File: config.mk
export PLATFORM = sky130hd
export DESIGN_NAME = tlqe_cell
export DESIGN_NICKNAME = d
export VERILOG_FILES = /design/src/hw/rtl/thick_line_quad_expand_top_defines.svh /design/src/hw/rtl/tlqe_pkg.sv /design/src/hw/rtl/tlqe_cell.sv
export SDC_FILE = /design/constraint.sdc
export NUM_CORES = 2
export LEC_CHECK = 0
export BUFFER_PORTS_ARGS = -buffer_cell sky130_fd_sc_hd__buf_2
export CORE_AREA = 2 2 577 579
export CTS_BUF_LIST = sky130_fd_sc_hd__clkbuf_16
export CTS_CLUSTER_SIZE = 8
export DETAILED_ROUTE_END_ITERATION = 6
export DIE_AREA = 0 0 579 581
export GPL_TIMING_DRIVEN = 0
export PLACE_DENSITY_LB_ADDON = 0.25
export SYNTH_ARGS = -nofsm -noshare
export SYNTH_HDL_FRONTEND = slang
export SYNTH_SLANG_ARGS = --single-unit
File: constraint.sdc
create_clock -name clk -period 0.8 [get_ports clk]
set_input_delay 0.24 -clock clk [delete_from_list [all_inputs] [get_ports clk]]
set_output_delay 0.24 -clock clk [all_outputs]
set_load 0.03 [all_outputs]
File: src/hw/rtl/thick_line_quad_expand_top_defines.svh
// Assertion macros for the thick line quad expansion block.
`ifndef THICK_LINE_QUAD_EXPAND_TOP_DEFINES_SVH
`define THICK_LINE_QUAD_EXPAND_TOP_DEFINES_SVH

// Same-cycle implication, disabled while reset is asserted.
`define TLQE_ASSERT_IMP(lbl, clk_s, rst_n, ante, cons) \
	lbl: assert property (@(posedge clk_s) disable iff (!rst_n) (ante) |-> (cons)) \
		else $error("implication check failed");

// Next-cycle implication, disabled while reset is asserted.
`define TLQE_ASSERT_NXT(lbl, clk_s, rst_n, ante, cons) \
	lbl: assert property (@(posedge clk_s) disable iff (!rst_n) (ante) |=> (cons)) \
		else $error("next-cycle check failed");

`endif

File: src/hw/rtl/tlqe_pkg.sv
// Shared constants and types for the thick line quad expansion block.
package tlqe_pkg;

	localparam int THICK_W   = 16;
	localparam int MAG_W     = 16;
	localparam int NUM_CELLS = MAG_W;
	localparam int CFG_IDX_W = 2;

	typedef enum logic [CFG_IDX_W-1:0] {
		CFG_THICKNESS = 2'd0,
		CFG_OFFSET_X  = 2'd1,
		CFG_OFFSET_Y  = 2'd2
	} cfg_idx_t;

	typedef struct packed {
		logic valid;
	} cell_ctl_t;

endpackage

File: src/hw/rtl/tlqe_cell.sv
// One bit cell of the side-vector magnitude search, both components.
module tlqe_cell #(
	parameter int PW  = 87,
	parameter int SW  = 99,
	parameter int BIT = 15
) (
	input  logic                         clk,
	input  logic                         arst_n,
	input  tlqe_pkg::cell_ctl_t          in_ctl,
	input  logic [PW-1:0]                in_s,
	input  logic [PW-1:0]                in_c [2],
	input  logic [PW-1:0]                in_p [2],
	input  logic [PW-1:0]                in_q [2],
	input  logic [tlqe_pkg::MAG_W-1:0]   in_acc [2],
	input  logic [SW-1:0]                in_side,
	output tlqe_pkg::cell_ctl_t          out_ctl,
	output logic [PW-1:0]                out_s,
	output logic [PW-1:0]                out_c [2],
	output logic [PW-1:0]                out_p [2],
	output logic [PW-1:0]                out_q [2],
	output logic [tlqe_pkg::MAG_W-1:0]   out_acc [2],
	output logic [SW-1:0]                out_side
);
	import tlqe_pkg::*;

	logic signed [PW-1:0] pt [2];
	logic                 take [2];
	cell_ctl_t            ctl_q;
	logic [PW-1:0]        s_q;
	logic [PW-1:0]        c_q [2];
	logic [PW-1:0]        p_q [2];
	logic [PW-1:0]        q_q [2];
	logic [MAG_W-1:0]     acc_q [2];
	logic [SW-1:0]        side_q;

	always_comb begin
		for (int l = 0; l < 2; l++) begin
			pt[l]   = $signed(in_p[l]) + ($signed(in_q[l]) <<< (BIT + 2))
				+ ($signed(in_s) <<< (2*BIT + 2));
			take[l] = pt[l] <= $signed(in_c[l]);
		end
	end

	always_ff @(posedge clk or negedge arst_n) begin
		if (!arst_n) begin
			ctl_q <= '0;
		end else begin
			ctl_q <= in_ctl;
		end
	end

	always_ff @(posedge clk) begin
		s_q    <= in_s;
		side_q <= in_side;
		for (int l = 0; l < 2; l++) begin
			c_q[l] <= in_c[l];
			if (take[l]) begin
				p_q[l]   <= pt[l];
				q_q[l]   <= in_q[l] + (in_s << (BIT + 1));
				acc_q[l] <= in_acc[l] | (MAG_W'(1) << BIT);
			end else begin
				p_q[l]   <= in_p[l];
				q_q[l]   <= in_q[l];
				acc_q[l] <= in_acc[l];
			end
		end
	end

	assign out_ctl  = ctl_q;
	assign out_s    = s_q;
	assign out_c    = c_q;
	assign out_p    = p_q;
	assign out_q    = q_q;
	assign out_acc  = acc_q;
	assign out_side = side_q;

endmodule

* Word-level counts from Yosys, hierarchy flattened
Cells that the tools add are included.
** Storage, ports and cells
- Logic and storage cells :: 25
- Output and inout port bits :: 741
- Register bits after elaboration :: 741
- Bits of input ports :: 743
** Cells by class
- Add/sub/neg operators :: 6
- Muxes and demuxes :: 4
- $lt $le $gt $ge :: 2
** Operators with widths (count)
- $add 87x87->87 :: 6
- $mux 87 :: 4
- $le 87x87->1 :: 2

* Logic depth before layout (Yosys ltp)
- Word-level depth :: 4
- Depth in mapped cells :: 32
- Gate-level depth less buffers :: 30

* Worst setup path before layout
Ideal clock, no wire load.
- Kind :: input to register
- Start point :: input port in_s[3]
- End point :: register q_q (netlist bit out_q[116])
- Required time :: 668 ps
- Buffers on the path :: 4
- Cell stages on the path :: 28
- Slack :: -5395 ps
- Arrival :: 6062 ps
- Setup time :: 132 ps
- Cell sequence :: fa_1 ha_1 clkbuf_1 a21oi_1 nor2b_1 o21ai_1 nand2b_1 a21o_1 a221o_1 o31ai_1 a31oi_1 o31ai_1 a21oi_1 or3_1 a31o_2 ha_1 nand4_1 nor4_1 inv_1 nor3_1 and4b_1 a221oi_1 xor2_1 nand2_1 clkbuf_1 clkbuf_1 clkbuf_1 a21oi_1
** Between the ends
- Longest elaborated chain between the ends :: 3
- Elaborated cells on any way between the ends :: 4
- Classes of those cells :: add/sub (2); order compare (1); mux (1)
** Ends and longest elaborated chain
- start: declaration :: line tlqe_cell.sv:10 : input logic [PW-1:0] in_s,
- $add 87x87->87 :: line tlqe_cell.sv:39 : + ($signed(in_s) <<< (2*BIT + 2));
- $le 87x87->1 :: line tlqe_cell.sv:40 : take[l] = pt[l] <= $signed(in_c[l]);
- $mux 87 * :: line tlqe_cell.sv:57 : if (take[l]) begin
- end signal: indexed assignment :: line tlqe_cell.sv:59 : q_q[l] <= in_q[l] + (in_s << (BIT + 1));
- end signal: indexed assignment :: line tlqe_cell.sv:63 : q_q[l] <= in_q[l];
- end: declaration :: line tlqe_cell.sv:32 : logic [PW-1:0] q_q [2];
Every way passes the cells marked *; elsewhere a longest branch is shown, timed or not.
A chain may end at the register's enable or synchronous reset.

* Worst setup path in the final report
- Start point :: input port in_p[18] (netlist bit)
- End point :: register p_q (netlist bit out_p[75])
** Between the ends
- Longest elaborated chain between the ends :: 4
** Ends and longest elaborated chain
- start: declaration :: line tlqe_cell.sv:12 : input logic [PW-1:0] in_p [2],
- $add 87x87->87 * :: line tlqe_cell.sv:38 : pt[l] = $signed(in_p[l]) + ($signed(in_q[l]) <<< (BIT + 2))
- $add 87x87->87 * :: line tlqe_cell.sv:39
- $le 87x87->1 :: line tlqe_cell.sv:40
- $mux 87 * :: line tlqe_cell.sv:57
- end signal: indexed assignment :: line tlqe_cell.sv:58 : p_q[l] <= pt[l];
- end signal: indexed assignment :: line tlqe_cell.sv:62 : p_q[l] <= in_p[l];
- end: declaration :: line tlqe_cell.sv:31 : logic [PW-1:0] p_q [2];
Marks and branches as above.

==> qor.csv <==
metric;value;unit
cp-start-kind;primary input;
cts-root-buf;clkbuf_16;
dieArea;336400;µm²
yosys.area_share.xor_xnor;5.732;%
grt_use_met1;20.98;%
fp.dieH;581;µm
synth_top_family_by_area;adder cells;
crit_top_cell;buf_12;
final_common_cell;buf_2;
setup_viol;1028;
slowest_delay;0.45;ns
final_cell_mix;1155 x buf_2, 949 x dlygate4sd3_1, 458 x ha_1;
die_x;579;µm
fmax;162.7;MHz
antenna_found_initial;167;
drtPass1Iterations;7;
synth_compound_area_share;19.12;%
drc;0;
timing.final.ws_setup;-5.346;ns
min_path_cells;1;
p_leak;34.37;nW
drtAntennaViolNets;0;
synth_area;40650;µm²
fillers;36020;
rsz0062_at_grt;yes;
cts.sinks;741;
synthAdderAreaFrac;20.29;%
min_path_type;primary input to flip-flop;
synth_warnings;0;
cp.arrival;6.83;ns
ys_types;81;
port_buffers;1483;
cts_tree;done;
routed_wl;324.9;mm
place_hpwl;266.3;mm
crit_slowest_cell;a2111o_1;
ys.flop_type;dfxtp_1;
vias;45040;
grt_use_total;18.62;%
grt_busiest_layer;met2;
syn2layout_area_growth;85.26;%
status;finished with violations;
final_layout_size_suffix_gt1_share;37.59;%
grt_remaining_overflow;0;
holdWs;-0.5230;ns
post_dp_cell_area;54140;µm²
grt_pass1_wl;422.9;mm
violations;hold timing, capacitance limit, setup timing;
synth_area_leaders;dfxtp_1 36%, ha_1 15%, fa_1 5.5%, a21o_1 5.2%, a21oi_1 5.1%;
use_met3;5.424;%
total_power;255.1;mW
worst_pin_slew;1.475;ns
finalCritPeriodShare;768.3;%
grt_max_degree;21;
cts.clk_slew.worst_paths;0.05;ns
yosysTopAreaCell;dfxtp_1;
ir_drop;2.163;mV
synth-seq-cells;741;
final_hold_viol_count;8;
seq_area_frac_synth;36.51;%
ios;1484;
rows;211;
cts_htree_levels;3;
grt_pass1_vias;46160;
viasPerCell;3.948;
cts-buffers-inserted;118;
routabilityCongestion;0.8912;
synth_top_area_share;36.45;%
cts_buffer_depth;4;
initial_utilization;12.33;%
critical_path_class;primary input to flip-flop;
coreArea;329700;µm²
wl_per_cell;28.48;µm
cp-end-kind;flip-flop;
final_net_count;8292;
max_cap_viol_count;1;
syn-mean-instance-area;9.570;µm²
drtIter0Drc;2619;
synthMuxAreaShare;4.587;%
crit_required;1.48;ns
min_period;6.146;ns
worst_slew_margin_rel;1.094;%
final_area;75300;µm²
powerDensity;3388;nW/µm²
cp_max_fo;6;
synth-simple-area-share;9.832;%
synth_edf_count;0;
synth-async-reset-ratio;0.1350;%
met2_usage;33.17;%
maxSlewViolCount;0;
netlist_instances;4247;
synth_fp_nets;5582;
registers in the layout, indices dropped and copies added (netlist names):
| signal | flops |
|---|---|
| out_c | 174 |
| out_side | 99 |
| out_ctl | 1 |
| out_p | 174 |
| out_acc | 32 |
| out_q | 174 |
| out_s | 87 |
layout make-up:
| cell class | count | area [µm²] | area share (%) |
|---|---|---|---|
| antenna | 46 | 115.1 | 0.1529 |
| tap | 4366 | 5463 | 7.255 |
| timing repair buffer | 2609 | 21980 | 29.19 |
| sequential | 741 | 15290 | 20.31 |
| clock buffer | 119 | 2978 | 3.955 |
| buffer | 129 | 1117 | 1.484 |
| inverter | 273 | 1028 | 1.366 |
| multi-input combinational | 3085 | 26910 | 35.73 |
| clock inverter | 40 | 420.4 | 0.5583 |
cell usage after synthesis (29+ instances only):
library cell	instances
a21o_1	282
a21oi_1	418
a31oi_1	34
clkbuf_1	130
dfxtp_1	740
fa_1	112
ha_1	480
inv_1	273
mux2_2	162
nand2_1	252
nand2b_1	29
nand3_1	54
nand4_1	114
nor2_1	205
nor3_1	47
o21a_1	32
o21ai_0	226
o21bai_1	52
xnor2_1	163
xor2_1	103
report_power, final:
group	total [mW]	switching [mW]	internal, mW	leakage [nW]
registers	51.7	4.58	47.1	6.27
clock network	48.2	19.7	28.5	1.69
logic	155	87.5	67.7	26.4
total	255	112	143	34.4
stage by stage:
step                      setup WS [ns]  hold WS, ns  TNS (ns)  util [%]  cells
after detailed placement         -9.752      0.01922  -2437.88     16.42  10100
after CTS                        -5.355      -0.6529  -2111.59     22.63  11340
after global routing             -5.526      -0.5863  -2137.80     22.81  11380
final                            -5.346      -0.5230  -2029.49     22.84  11410
after global placement           -11.47      0.01405  -2695.18     16.40  10100
after floorplan                  -4.774     -0.05559  -1313.74         -   4247
routing by layer:
layer	wire length (µm)	vias up
met5	701	-
met2	161100	1878
li1	-	20600
met3	25100	505
met4	12530	104
met1	125500	21960
worst paths after layout:
check / start / endpoint / slack, ns
max: in_p[18] / out_p[75]$_DFF_P_ / -5.35
min: in_q[87] / out_q[87]$_DFF_P_ / -0.52
max in group asynchronous: arst_n / out_ctl$_DFF_PN0_ / 0.52
min in group asynchronous: arst_n / out_ctl$_DFF_PN0_ / 0.18
logic make-up after synthesis:
kind of cell | Yosys count
AOI/OAI and AO/OA | 1230
buffers and inverters | 421
xor gates and xnor gates | 266
DFF | 741
adders and majority gates | 592
muxes | 166
and+or+nand+nor | 831
timing repair:
item / CTS / global route
endpoints found under the hold margin: 742 / 11
pin swaps: 121 / 82
cloned: 25 / 1
setup endpoints to repair: 1025 / 1027
hold buffers: 945 / 4
setup buffers: 122 / 28
gates resized for setup: 1782 / 113
worst max-delay path: cells and delay by family:
kind | cells | cell delay [ns]
buf+inv | 10 | 1.37
xor+xnor | 2 | 0.38
simple gates | 7 | 1.08
fa+ha+maj | 4 | 1.05
compound gates | 12 | 2.34
mux | 1 | 0.31
Power figures use the tool's default switching activity.
